## config.mk

```make
export PLATFORM = sky130hd
export DESIGN_NAME = matrix4_multiply_core
export DESIGN_NICKNAME = d
export VERILOG_FILES = /design/src/design/mx4_pkg.sv /design/src/design/mx4_seq.sv /design/src/design/mx4_store.sv /design/src/design/mx4_mac.sv /design/src/design/matrix4_multiply_core.sv
export VERILOG_INCLUDE_DIRS = /design/src /design/src/design
export SDC_FILE = /design/constraint.sdc
export NUM_CORES = 2
export LEC_CHECK = 0
export ABC_CLOCK_PERIOD_IN_PS = 12900
export CAP_MARGIN = 30
export CORE_ASPECT_RATIO = 1.5
export CORE_MARGIN = 5
export CORE_UTILIZATION = 40
export DETAILED_ROUTE_END_ITERATION = 10
export DONT_BUFFER_PORTS = 1
export PLACE_DENSITY = 0.52
export RECOVER_POWER = 50
export SKIP_CTS_REPAIR_TIMING = 1
export SYNTH_ARGS = -nofsm -noshare
export SYNTH_HDL_FRONTEND = slang
export SYNTH_SLANG_ARGS = --single-unit
```

## constraint.sdc

```tcl
create_clock -name i_clk -period 12.9 [get_ports i_clk]
set_clock_uncertainty 0.1 [all_clocks]
set_input_delay 2.58 -clock i_clk [delete_from_list [all_inputs] [get_ports i_clk]]
set_output_delay 2.58 -clock i_clk [all_outputs]
set_load 0.02 [all_outputs]
```

## src/design/matrix4_multiply_core_macros.svh

```systemverilog
// ----------------------------------------------------------------------------
// matrix4_multiply_core_macros.svh
// Assertion macros shared by the matrix multiply core.
// ----------------------------------------------------------------------------
`ifndef MATRIX4_MULTIPLY_CORE_MACROS_SVH
`define MATRIX4_MULTIPLY_CORE_MACROS_SVH

// Same-cycle implication, checked outside reset.
`define MX4_ASSERT_NOW(label, clk, rst_n, ante, cons, msg) \
    label: assert property (@(posedge clk) disable iff (!rst_n) (ante) |-> (cons)) \
        else $error(msg);

// Next-cycle implication, checked outside reset.
`define MX4_ASSERT_NEXT(label, clk, rst_n, ante, cons, msg) \
    label: assert property (@(posedge clk) disable iff (!rst_n) (ante) |=> (cons)) \
        else $error(msg);

`endif

```

## src/design/mx4_pkg.sv

```systemverilog
// ----------------------------------------------------------------------------
// mx4_pkg
// Types and fixed constants of the matrix multiply core.
// ----------------------------------------------------------------------------
`timescale 1ns / 1ps

package mx4_pkg;

    // Binary point position of the Q16.16 format.
    localparam int FRAC_SHIFT = 16;
    // Operand digit width of the shared multiplier.
    localparam int DIGIT_W    = 32;
    // Width of the product index port.
    localparam int INDEX_W    = 4;

    typedef enum logic [0:0] {
        S_LOAD,
        S_RUN
    } t_seq_state;

    // One multiply step travelling down the pipeline.
    typedef struct packed {
        logic valid;
        logic first;   // first step of an entry: restart the sum
        logic last;    // last step of an entry
        logic di;      // digit of the left operand
        logic dj;      // digit of the right operand
    } t_step;

endpackage

```

## src/design/mx4_seq.sv

```systemverilog
// ----------------------------------------------------------------------------
// mx4_seq
// Load counter and compute sequencer: fills the matrix stores, then walks row,
// column, term and digit; one multiply step per cycle unless the queue is full.
// ----------------------------------------------------------------------------
`timescale 1ns / 1ps

module mx4_seq
    import mx4_pkg::*;
#(
    parameter int MATRIX_DIM  = 4,
    parameter int VALUE_WIDTH = 32
) (
    input  logic                                      i_clk,
    input  logic                                      i_rst_n,
    input  logic                                      i_in_valid,
    output logic                                      o_in_ready,
    output logic                                      o_wr_en,
    output logic [$clog2(MATRIX_DIM*MATRIX_DIM)-1:0] o_wr_addr,
    output logic [$clog2(MATRIX_DIM*MATRIX_DIM)-1:0] o_rd_a_addr,
    output logic [$clog2(MATRIX_DIM*MATRIX_DIM)-1:0] o_rd_b_addr,
    output t_step                                     o_step,
    input  logic                                      i_out_pop
);

    localparam int NS    = (VALUE_WIDTH + DIGIT_W - 1) / DIGIT_W;
    localparam int IDX_W = $clog2(MATRIX_DIM * MATRIX_DIM);
    localparam int DIM_W = $clog2(MATRIX_DIM);

    t_seq_state r_state, n_state;
    logic [IDX_W-1:0] r_load, n_load;
    logic [DIM_W-1:0] r_row, n_row;
    logic [DIM_W-1:0] r_col, n_col;
    logic [DIM_W-1:0] r_k, n_k;
    logic             r_di, n_di;
    logic             r_dj, n_dj;
    logic [1:0]       r_out_cnt, n_out_cnt;

    logic at_start;
    logic step_go;
    logic end_dj;
    logic end_di;
    logic end_k;
    logic end_col;
    logic end_row;
    logic entry_end;
    logic started;

    always_ff @(posedge i_clk) begin
        if (!i_rst_n) begin
            r_state <= S_LOAD;
        end else begin
            r_state <= n_state;
        end
    end

    always_ff @(posedge i_clk) begin
        if (!i_rst_n) begin
            r_load    <= '0;
            r_row     <= '0;
            r_col     <= '0;
            r_k       <= '0;
            r_di      <= 1'b0;
            r_dj      <= 1'b0;
            r_out_cnt <= '0;
        end else begin
            r_load    <= n_load;
            r_row     <= n_row;
            r_col     <= n_col;
            r_k       <= n_k;
            r_di      <= n_di;
            r_dj      <= n_dj;
            r_out_cnt <= n_out_cnt;
        end
    end

    assign end_dj    = (r_dj == 1'(NS - 1));
    assign end_di    = (r_di == 1'(NS - 1));
    assign end_k     = (r_k == DIM_W'(MATRIX_DIM - 1));
    assign end_col   = (r_col == DIM_W'(MATRIX_DIM - 1));
    assign end_row   = (r_row == DIM_W'(MATRIX_DIM - 1));
    assign entry_end = end_dj && end_di && end_k;
    assign at_start  = (r_k == '0) && !r_di && !r_dj;

    assign o_rd_a_addr = IDX_W'(int'(r_row) * MATRIX_DIM + int'(r_k));
    assign o_rd_b_addr = IDX_W'(int'(r_k) * MATRIX_DIM + int'(r_col));
    assign o_wr_addr   = r_load;

    always_comb begin
        n_state   = r_state;
        n_load    = r_load;
        n_row     = r_row;
        n_col     = r_col;
        n_k       = r_k;
        n_di      = r_di;
        n_dj      = r_dj;
        o_in_ready = 1'b0;
        o_wr_en   = 1'b0;
        step_go   = 1'b0;

        case (r_state)
            S_LOAD: begin
                o_in_ready = 1'b1;
                if (i_in_valid) begin
                    o_wr_en = 1'b1;
                    if (r_load == IDX_W'(MATRIX_DIM * MATRIX_DIM - 1)) begin
                        n_load  = '0;
                        n_state = S_RUN;
                    end else begin
                        n_load = r_load + 1'b1;
                    end
                end
            end
            S_RUN: begin
                // Start a new entry only when the output queue has room for it.
                step_go = !at_start || (r_out_cnt < 2'd2);
                if (step_go) begin
                    n_dj = end_dj ? 1'b0 : 1'b1;
                    if (end_dj) begin
                        n_di = end_di ? 1'b0 : 1'b1;
                    end
                    if (end_dj && end_di) begin
                        n_k = end_k ? '0 : r_k + 1'b1;
                    end
                    if (entry_end) begin
                        n_col = end_col ? '0 : r_col + 1'b1;
                        if (end_col) begin
                            n_row = end_row ? '0 : r_row + 1'b1;
                            if (end_row) begin
                                n_state = S_LOAD;
                            end
                        end
                    end
                end
            end
            default: begin
                n_state = S_LOAD;
            end
        endcase
    end

    assign started = step_go && at_start;

    always_comb begin
        case ({started, i_out_pop})
            2'b10:   n_out_cnt = r_out_cnt + 2'd1;
            2'b01:   n_out_cnt = r_out_cnt - 2'd1;
            default: n_out_cnt = r_out_cnt;
        endcase
    end

    assign o_step.valid = step_go;
    assign o_step.first = at_start;
    assign o_step.last  = entry_end;
    assign o_step.di    = r_di;
    assign o_step.dj    = r_dj;

endmodule

```

## src/design/mx4_store.sv

```systemverilog
// ----------------------------------------------------------------------------
// mx4_store
// Left and right matrix memories: one write port and one registered read
// port each; the step descriptor is delayed alongside the read data.
// ----------------------------------------------------------------------------
`timescale 1ns / 1ps

module mx4_store
    import mx4_pkg::*;
#(
    parameter int MATRIX_DIM  = 4,
    parameter int VALUE_WIDTH = 32
) (
    input  logic                                      i_clk,
    input  logic                                      i_rst_n,
    input  logic                                      i_wr_en,
    input  logic [$clog2(MATRIX_DIM*MATRIX_DIM)-1:0] i_wr_addr,
    input  logic [VALUE_WIDTH-1:0]                    i_a_value,
    input  logic [VALUE_WIDTH-1:0]                    i_b_value,
    input  logic [$clog2(MATRIX_DIM*MATRIX_DIM)-1:0] i_rd_a_addr,
    input  logic [$clog2(MATRIX_DIM*MATRIX_DIM)-1:0] i_rd_b_addr,
    input  t_step                                     i_step,
    output logic [VALUE_WIDTH-1:0]                    o_a_word,
    output logic [VALUE_WIDTH-1:0]                    o_b_word,
    output t_step                                     o_step
);

    localparam int DEPTH = MATRIX_DIM * MATRIX_DIM;

    logic [VALUE_WIDTH-1:0] r_left_mem  [DEPTH];
    logic [VALUE_WIDTH-1:0] r_right_mem [DEPTH];
    logic [VALUE_WIDTH-1:0] r_a_rd;
    logic [VALUE_WIDTH-1:0] r_b_rd;
    t_step                  r_step;

    always_ff @(posedge i_clk) begin
        if (i_wr_en) begin
            r_left_mem[i_wr_addr]  <= i_a_value;
            r_right_mem[i_wr_addr] <= i_b_value;
        end
        r_a_rd <= r_left_mem[i_rd_a_addr];
        r_b_rd <= r_right_mem[i_rd_b_addr];
    end

    always_ff @(posedge i_clk) begin
        if (!i_rst_n) begin
            r_step <= '0;
        end else begin
            r_step <= i_step;
        end
    end

    assign o_a_word = r_a_rd;
    assign o_b_word = r_b_rd;
    assign o_step   = r_step;

endmodule

```

## src/design/mx4_mac.sv

```systemverilog
// ----------------------------------------------------------------------------
// mx4_mac
// Digit multiplier, wide accumulator, shift and saturation, and the
// two-deep output queue that drives the result channel.
// ----------------------------------------------------------------------------
`timescale 1ns / 1ps

`include "matrix4_multiply_core_macros.svh"

module mx4_mac
    import mx4_pkg::*;
#(
    parameter int MATRIX_DIM  = 4,
    parameter int VALUE_WIDTH = 32
) (
    input  logic                   i_clk,
    input  logic                   i_rst_n,
    input  logic [VALUE_WIDTH-1:0] i_a_word,
    input  logic [VALUE_WIDTH-1:0] i_b_word,
    input  t_step                  i_step,
    input  logic                   i_out_ready,
    output logic                   o_out_valid,
    output logic [VALUE_WIDTH-1:0] o_product_value,
    output logic [INDEX_W-1:0]     o_product_index,
    output logic                   o_last_entry,
    output logic                   o_pop
);

    localparam int NS    = (VALUE_WIDTH + DIGIT_W - 1) / DIGIT_W;
    localparam int EXT_W = NS * DIGIT_W;
    localparam int ACC_W = 2 * EXT_W + $clog2(MATRIX_DIM) + 2;
    localparam int PP_W  = 2 * DIGIT_W + 2;
    localparam int IDX_W = $clog2(MATRIX_DIM * MATRIX_DIM);

    localparam logic signed [ACC_W-1:0] SAT_MAX =
        {{(ACC_W - VALUE_WIDTH + 1){1'b0}}, {(VALUE_WIDTH - 1){1'b1}}};
    localparam logic signed [ACC_W-1:0] SAT_MIN = ~SAT_MAX;

    logic signed [VALUE_WIDTH-1:0] a_sig;
    logic signed [VALUE_WIDTH-1:0] b_sig;
    logic signed [EXT_W-1:0]       a_ext;
    logic signed [EXT_W-1:0]       b_ext;
    logic [DIGIT_W-1:0]            dig_a;
    logic [DIGIT_W-1:0]            dig_b;
    logic signed [DIGIT_W:0]       op_a;
    logic signed [DIGIT_W:0]       op_b;

    logic signed [PP_W-1:0]        r_pp;
    t_step                         r_s1;
    logic signed [ACC_W-1:0]       pp_ext;
    logic signed [ACC_W-1:0]       pp_sh;
    logic signed [ACC_W-1:0]       r_acc;
    logic                          r_acc_done;
    logic signed [ACC_W-1:0]       acc_sh;
    logic [VALUE_WIDTH-1:0]        sat_value;

    logic [IDX_W-1:0]              r_cnt;
    logic                          push_last;
    logic                          pop;

    logic                          r_h_vld;
    logic [VALUE_WIDTH-1:0]        r_h_val;
    logic [IDX_W-1:0]              r_h_idx;
    logic                          r_h_last;
    logic                          r_t_vld;
    logic [VALUE_WIDTH-1:0]        r_t_val;
    logic [IDX_W-1:0]              r_t_idx;
    logic                          r_t_last;

    // Operand digits: lower digits are unsigned, the top digit carries the sign.
    assign a_sig = i_a_word;
    assign b_sig = i_b_word;
    assign a_ext = EXT_W'(a_sig);
    assign b_ext = EXT_W'(b_sig);
    assign dig_a = a_ext[i_step.di * DIGIT_W +: DIGIT_W];
    assign dig_b = b_ext[i_step.dj * DIGIT_W +: DIGIT_W];
    assign op_a  = {(i_step.di == 1'(NS - 1)) & dig_a[DIGIT_W-1], dig_a};
    assign op_b  = {(i_step.dj == 1'(NS - 1)) & dig_b[DIGIT_W-1], dig_b};

    always_ff @(posedge i_clk) begin
        r_pp <= op_a * op_b;
    end

    always_ff @(posedge i_clk) begin
        if (!i_rst_n) begin
            r_s1       <= '0;
            r_acc_done <= 1'b0;
        end else begin
            r_s1       <= i_step;
            r_acc_done <= r_s1.valid && r_s1.last;
        end
    end

    assign pp_ext = ACC_W'(r_pp);
    assign pp_sh  = pp_ext <<< (DIGIT_W * (int'(r_s1.di) + int'(r_s1.dj)));

    always_ff @(posedge i_clk) begin
        if (r_s1.valid) begin
            r_acc <= r_s1.first ? pp_sh : r_acc + pp_sh;
        end
    end

    // Drop the fraction bits, rounding toward minus infinity, then clamp.
    assign acc_sh = r_acc >>> FRAC_SHIFT;

    always_comb begin
        if (acc_sh > SAT_MAX) begin
            sat_value = SAT_MAX[VALUE_WIDTH-1:0];
        end else if (acc_sh < SAT_MIN) begin
            sat_value = SAT_MIN[VALUE_WIDTH-1:0];
        end else begin
            sat_value = acc_sh[VALUE_WIDTH-1:0];
        end
    end

    assign push_last = (r_cnt == IDX_W'(MATRIX_DIM * MATRIX_DIM - 1));
    assign pop       = r_h_vld && i_out_ready;

    always_ff @(posedge i_clk) begin
        if (!i_rst_n) begin
            r_cnt <= '0;
        end else if (r_acc_done) begin
            r_cnt <= push_last ? '0 : r_cnt + 1'b1;
        end
    end

    // Two-deep output queue: head drives the ports, tail absorbs a stall.
    always_ff @(posedge i_clk) begin
        if (!i_rst_n) begin
            r_h_vld <= 1'b0;
            r_t_vld <= 1'b0;
        end else if (pop) begin
            if (r_t_vld) begin
                r_h_vld  <= 1'b1;
                r_h_val  <= r_t_val;
                r_h_idx  <= r_t_idx;
                r_h_last <= r_t_last;
                r_t_vld  <= r_acc_done;
                r_t_val  <= sat_value;
                r_t_idx  <= r_cnt;
                r_t_last <= push_last;
            end else begin
                r_h_vld  <= r_acc_done;
                r_h_val  <= sat_value;
                r_h_idx  <= r_cnt;
                r_h_last <= push_last;
            end
        end else if (r_acc_done) begin
            if (!r_h_vld) begin
                r_h_vld  <= 1'b1;
                r_h_val  <= sat_value;
                r_h_idx  <= r_cnt;
                r_h_last <= push_last;
            end else begin
                r_t_vld  <= 1'b1;
                r_t_val  <= sat_value;
                r_t_idx  <= r_cnt;
                r_t_last <= push_last;
            end
        end
    end

    assign o_out_valid     = r_h_vld;
    assign o_product_value = r_h_val;
    assign o_product_index = INDEX_W'(r_h_idx);
    assign o_last_entry    = r_h_last;
    assign o_pop           = pop;

    `MX4_ASSERT_NOW(a_queue_no_overflow, i_clk, i_rst_n, r_acc_done, !(r_h_vld && r_t_vld && !pop), "output queue overflow")
    `MX4_ASSERT_NOW(a_tail_needs_head, i_clk, i_rst_n, r_t_vld, r_h_vld, "queue tail valid with empty head")
    `MX4_ASSERT_NEXT(a_entry_spacing, i_clk, i_rst_n, r_acc_done, !r_acc_done, "entries finished on adjacent cycles")

endmodule

```

## src/design/matrix4_multiply_core.sv

```systemverilog
// ----------------------------------------------------------------------------
// matrix4_multiply_core
// Product of two square Q16.16 matrices with saturated results.
// ----------------------------------------------------------------------------
// Input channel (i_in_valid / o_in_ready): each request carries one element
// of A and the element of B at the same row-major position. After
// MATRIX_DIM*MATRIX_DIM requests the core emits every entry of A*B in
// row-major order on the output channel (o_out_valid / i_out_ready), with
// o_last_entry on the final one. Each entry is the exact sum of MATRIX_DIM
// products, shifted right by 16 and clamped to VALUE_WIDTH signed bits.
// The loader accepts one request per cycle. Each product entry is then built
// from MATRIX_DIM * NS * NS multiply steps, NS = ceil(VALUE_WIDTH/32), fed
// through the single read port of each matrix memory to the one 33x33 digit
// multiplier: at default sizes 16 requests and 64 steps per matrix pair. Each
// entry passes the read, product and accumulator registers into the queue.
// Loading of the next pair opens as soon as the last term has been read.
// A stalled receiver fills a two-entry output queue; the sequencer then
// waits before starting another entry. Synchronous reset empties the
// queue and restarts the loader; memory contents are left as they are.
// ----------------------------------------------------------------------------
`timescale 1ns / 1ps

module matrix4_multiply_core
    import mx4_pkg::*;
#(
    parameter int MATRIX_DIM  = 4,
    parameter int VALUE_WIDTH = 32
) (
    input  logic                   i_clk,
    input  logic                   i_rst_n,
    input  logic                   i_in_valid,
    output logic                   o_in_ready,
    input  logic [VALUE_WIDTH-1:0] i_a_value,
    input  logic [VALUE_WIDTH-1:0] i_b_value,
    output logic                   o_out_valid,
    input  logic                   i_out_ready,
    output logic [VALUE_WIDTH-1:0] o_product_value,
    output logic [INDEX_W-1:0]     o_product_index,
    output logic                   o_last_entry
);

    localparam int IDX_W = $clog2(MATRIX_DIM * MATRIX_DIM);

    logic                   wr_en;
    logic [IDX_W-1:0]       wr_addr;
    logic [IDX_W-1:0]       rd_a_addr;
    logic [IDX_W-1:0]       rd_b_addr;
    t_step                  seq_step;
    t_step                  rd_step;
    logic [VALUE_WIDTH-1:0] a_word;
    logic [VALUE_WIDTH-1:0] b_word;
    logic                   out_pop;

    mx4_seq #(
        .MATRIX_DIM  (MATRIX_DIM),
        .VALUE_WIDTH (VALUE_WIDTH)
    ) u_seq (
        .i_clk       (i_clk),
        .i_rst_n     (i_rst_n),
        .i_in_valid  (i_in_valid),
        .o_in_ready  (o_in_ready),
        .o_wr_en     (wr_en),
        .o_wr_addr   (wr_addr),
        .o_rd_a_addr (rd_a_addr),
        .o_rd_b_addr (rd_b_addr),
        .o_step      (seq_step),
        .i_out_pop   (out_pop)
    );

    mx4_store #(
        .MATRIX_DIM  (MATRIX_DIM),
        .VALUE_WIDTH (VALUE_WIDTH)
    ) u_store (
        .i_clk       (i_clk),
        .i_rst_n     (i_rst_n),
        .i_wr_en     (wr_en),
        .i_wr_addr   (wr_addr),
        .i_a_value   (i_a_value),
        .i_b_value   (i_b_value),
        .i_rd_a_addr (rd_a_addr),
        .i_rd_b_addr (rd_b_addr),
        .i_step      (seq_step),
        .o_a_word    (a_word),
        .o_b_word    (b_word),
        .o_step      (rd_step)
    );

    mx4_mac #(
        .MATRIX_DIM  (MATRIX_DIM),
        .VALUE_WIDTH (VALUE_WIDTH)
    ) u_mac (
        .i_clk           (i_clk),
        .i_rst_n         (i_rst_n),
        .i_a_word        (a_word),
        .i_b_word        (b_word),
        .i_step          (rd_step),
        .i_out_ready     (i_out_ready),
        .o_out_valid     (o_out_valid),
        .o_product_value (o_product_value),
        .o_product_index (o_product_index),
        .o_last_entry    (o_last_entry),
        .o_pop           (out_pop)
    );

endmodule
```

==> out/metrics.yaml <==
clock_network:
  cts.sinks: 1322
  ctsHtreeMaxLevel: 4
  cts_tree: "built"
  numCtsBuffers: 139
  cts.root.buffer_cell: "clkbuf_16"
  clkLatencyLatePin_ns: 0.82
  clk_path_buf_depth: 4
  cts.clk_slew.worst_paths_ns: 0.06
route:
  ant_nets: 0
  wl_met3_mm: 9.822
  dr.pass1.iters: 5
  dr.first_iter.drc_count: 2662
  vias: 51280
  viasPerCell: 5.225
  wl_met1_mm: 89.98
  wl_met2_mm: 125.3
  wire_per_inst_um: 23.62
  routed_wl_mm: 231.8
  highest_layer: "met5"
  drc: 0
timing:
  fmax_mhz: 106.0
  setup_viol: 0
  slew_viol_final: 289
  hold_viol: 0
  rsz0062_at_grt: "false"
  fin_ws_ns: 3.470
  setup_tns_ns: 0
  relSlewSlack: -1.458
  worst_pin_slew_ns: 3.686
  finalCriticalPeriod_ns: 9.430
  min_period_over_period: 0.7310
placement:
  place_ws_ns: 4.410
  hpwl_mm: 162.7
  gp_congestion: 0.8717
  io_buffer_count: 0
finish:
  nets: 8188
  area_growth_pct: 8.802
  finalCoreUtilization: 0.4363
  post_route_cells_drive_above_1_share: 0.1072
  fillCellCount: 20390
run_status:
  violations: "capacitance limit, slew limit"
  status: "finished, violations left"
floorplanning:
  die_x_um: 397.0
  rows: 213
  start_util: 0.4010
  die_h_um: 590.5
  io_pins: 107
  dieArea_sq_mm: 0.2344
  core_sq_mm: 0.2241
critical_path:
  setup.worst_path.end_class: "flop"
  r2r_end: "u_mac.r_pp[63]"
  r2r.worst_path.cells: 26
  arrival_ns: 10.03
  critPathMaxStageDelay_ns: 1.65
  start_kind: "flop"
  critPathKind: "flop to flop"
  crit_start: "u_store.o_a_word[0]"
  crit_end: "u_mac.r_pp[63]"
  worstReg2RegStart: "u_store.o_a_word[0]"
  slowest_stage: "clkbuf_1"
  critPathRequiredTime_ns: 13.50
  cpMostUsedCell: "fa_1"
  cp_max_fo: 33
  r2r_slack_ns: 3.47
flow_run:
  max-cap-violations: 6
synthesis:
  syn-num-nets: 8271
  ys.flop_type: "edfxtp_1"
  async_flop_share: 0
  ys.warnings.count: 0
  synth.cell_area_sq_mm: 0.08987
  synth_common_cells: "edfxtp_1, fa_1, inv_1, nand2_1, and2_1"
  synth.area.top_cells: "edfxtp_1, fa_1, mux4_2, inv_1, ha_1"
  synth_top_area_frac: 0.3896
  synth_top_area_cell: "edfxtp_1"
  syn_inst: 6785
  yosysMostFrequentCell: "edfxtp_1"
  ys_ff_latch: 1322
  seq_area_frac_synth: 0.4244
  synth.distinct_cells: 77
  synth_area_per_cell_sq_um: 13.25
  synth_edf_count: 1166
global_routing:
  grt.total_usage: 0.1994
  antenna_found_initial: 7
  grt_pass1_vias: 57560
  grt_max_degree: 90
  grt_first_pass_wirelength_mm: 355.9
  grt_overflow: 0
min_path:
  hp-class: "flop to flop"
-- final cells by class --
class,instances,area [sq um],share of cell area
tap,3010,3766,0.03852
antenna,4,10.01,0.0001024
clock buffer,185,3814,0.03900
inverter,1105,4148,0.04242
sequential,1322,38160,0.3903
timing repair buffer,128,1011,0.01034
clock inverter,54,474.2,0.004850
multi-input combinational,4006,46400,0.4745
-- through the flow --
stage | hold WS (ns) | instances | instance area (sq um)
after floorplan | 0.3119 | 6785 | 89870
after global placement | 0.3682 | 9564 | 93410
after detailed placement | 0.3730 | 9569 | 93520
after CTS | 0.3849 | 9808 | 97810
after global routing | 0.4062 | 9811 | 97770
final | 0.3836 | 9814 | 97780
-- flip-flops by register name, indices dropped and copies added, names as in the netlist, 2 cells and up --
signal,count
u_seq.r_row,2
u_store.r_right_mem,512
u_mac.r_acc,68
u_store.o_a_word,32
u_mac.o_product_value,32
u_seq.o_wr_addr,4
u_seq.r_col,2
u_store.o_b_word,32
u_store.r_left_mem,512
u_mac.r_s1,3
u_seq.r_k,2
u_mac.r_t_idx,4
u_seq.r_out_cnt,2
u_mac.r_t_val,32
u_mac.r_pp,66
u_mac.r_cnt,4
u_store.o_step,3
u_mac.o_product_index,4
-- worst max-delay path: cells and delay by family (launching register included) --
kind                       cells  cell delay (ns)
adders and majority gates      9             4.17
buffers and inverters          5             2.01
AOI/OAI and AO/OA              5             1.44
and+or+nand+nor                6             1.15
DFF                            1             0.30
xor gates and xnor gates       1             0.15
-- logic make-up after synthesis --
group / synth area share
xor gates and xnor gates: 0.01355
AOI/OAI and AO/OA: 0.04100
and+or+nand+nor: 0.08278
muxes: 0.08601
buffers and inverters: 0.06097
adders and majority gates: 0.2913
DFF: 0.4244
-- worst min path at each step --
stage | cells after the start | slack [ns] | from | endpoint
after global placement | 1 | 0.37 | u_mac.r_s1[2] | u_mac.r_acc_done
after detailed placement | 1 | 0.37 | u_mac.r_s1[2] | u_mac.r_acc_done
after floorplan | 1 | 0.31 | u_store.o_step[2] | u_mac.r_s1[2]
final | 1 | 0.38 | u_mac.r_s1[2] | u_mac.r_acc_done
after global routing | 1 | 0.41 | u_mac.r_s1[2] | u_mac.r_acc_done
after CTS | 1 | 0.38 | u_mac.r_s1[2] | u_mac.r_acc_done
-- cells in the final DEF (no fill, tap or decap), drive strengths merged, types with 108 or more instances in the layout --
cell	instances
edfxtp	1166
fa	1124
inv	1110
nand2	694
and2	519
mux4	320
ha	294
clkbuf	191
dfxtp	156
a21oi	154
o21ai	148
buf	122
a21o	117
nor2	108
-- metal layers --
layer / track usage / vias up
met3: 0.02934 / 385
met1: 0.2366 / 27530
met2: 0.3746 / 1032
li1: - / 22320
met5: 0 / -
met4: 0.05588 / 4
Power is left out: the tool's default activity adds up to more than one toggle a clock period on the data nets, which glitch-free logic cannot reach.
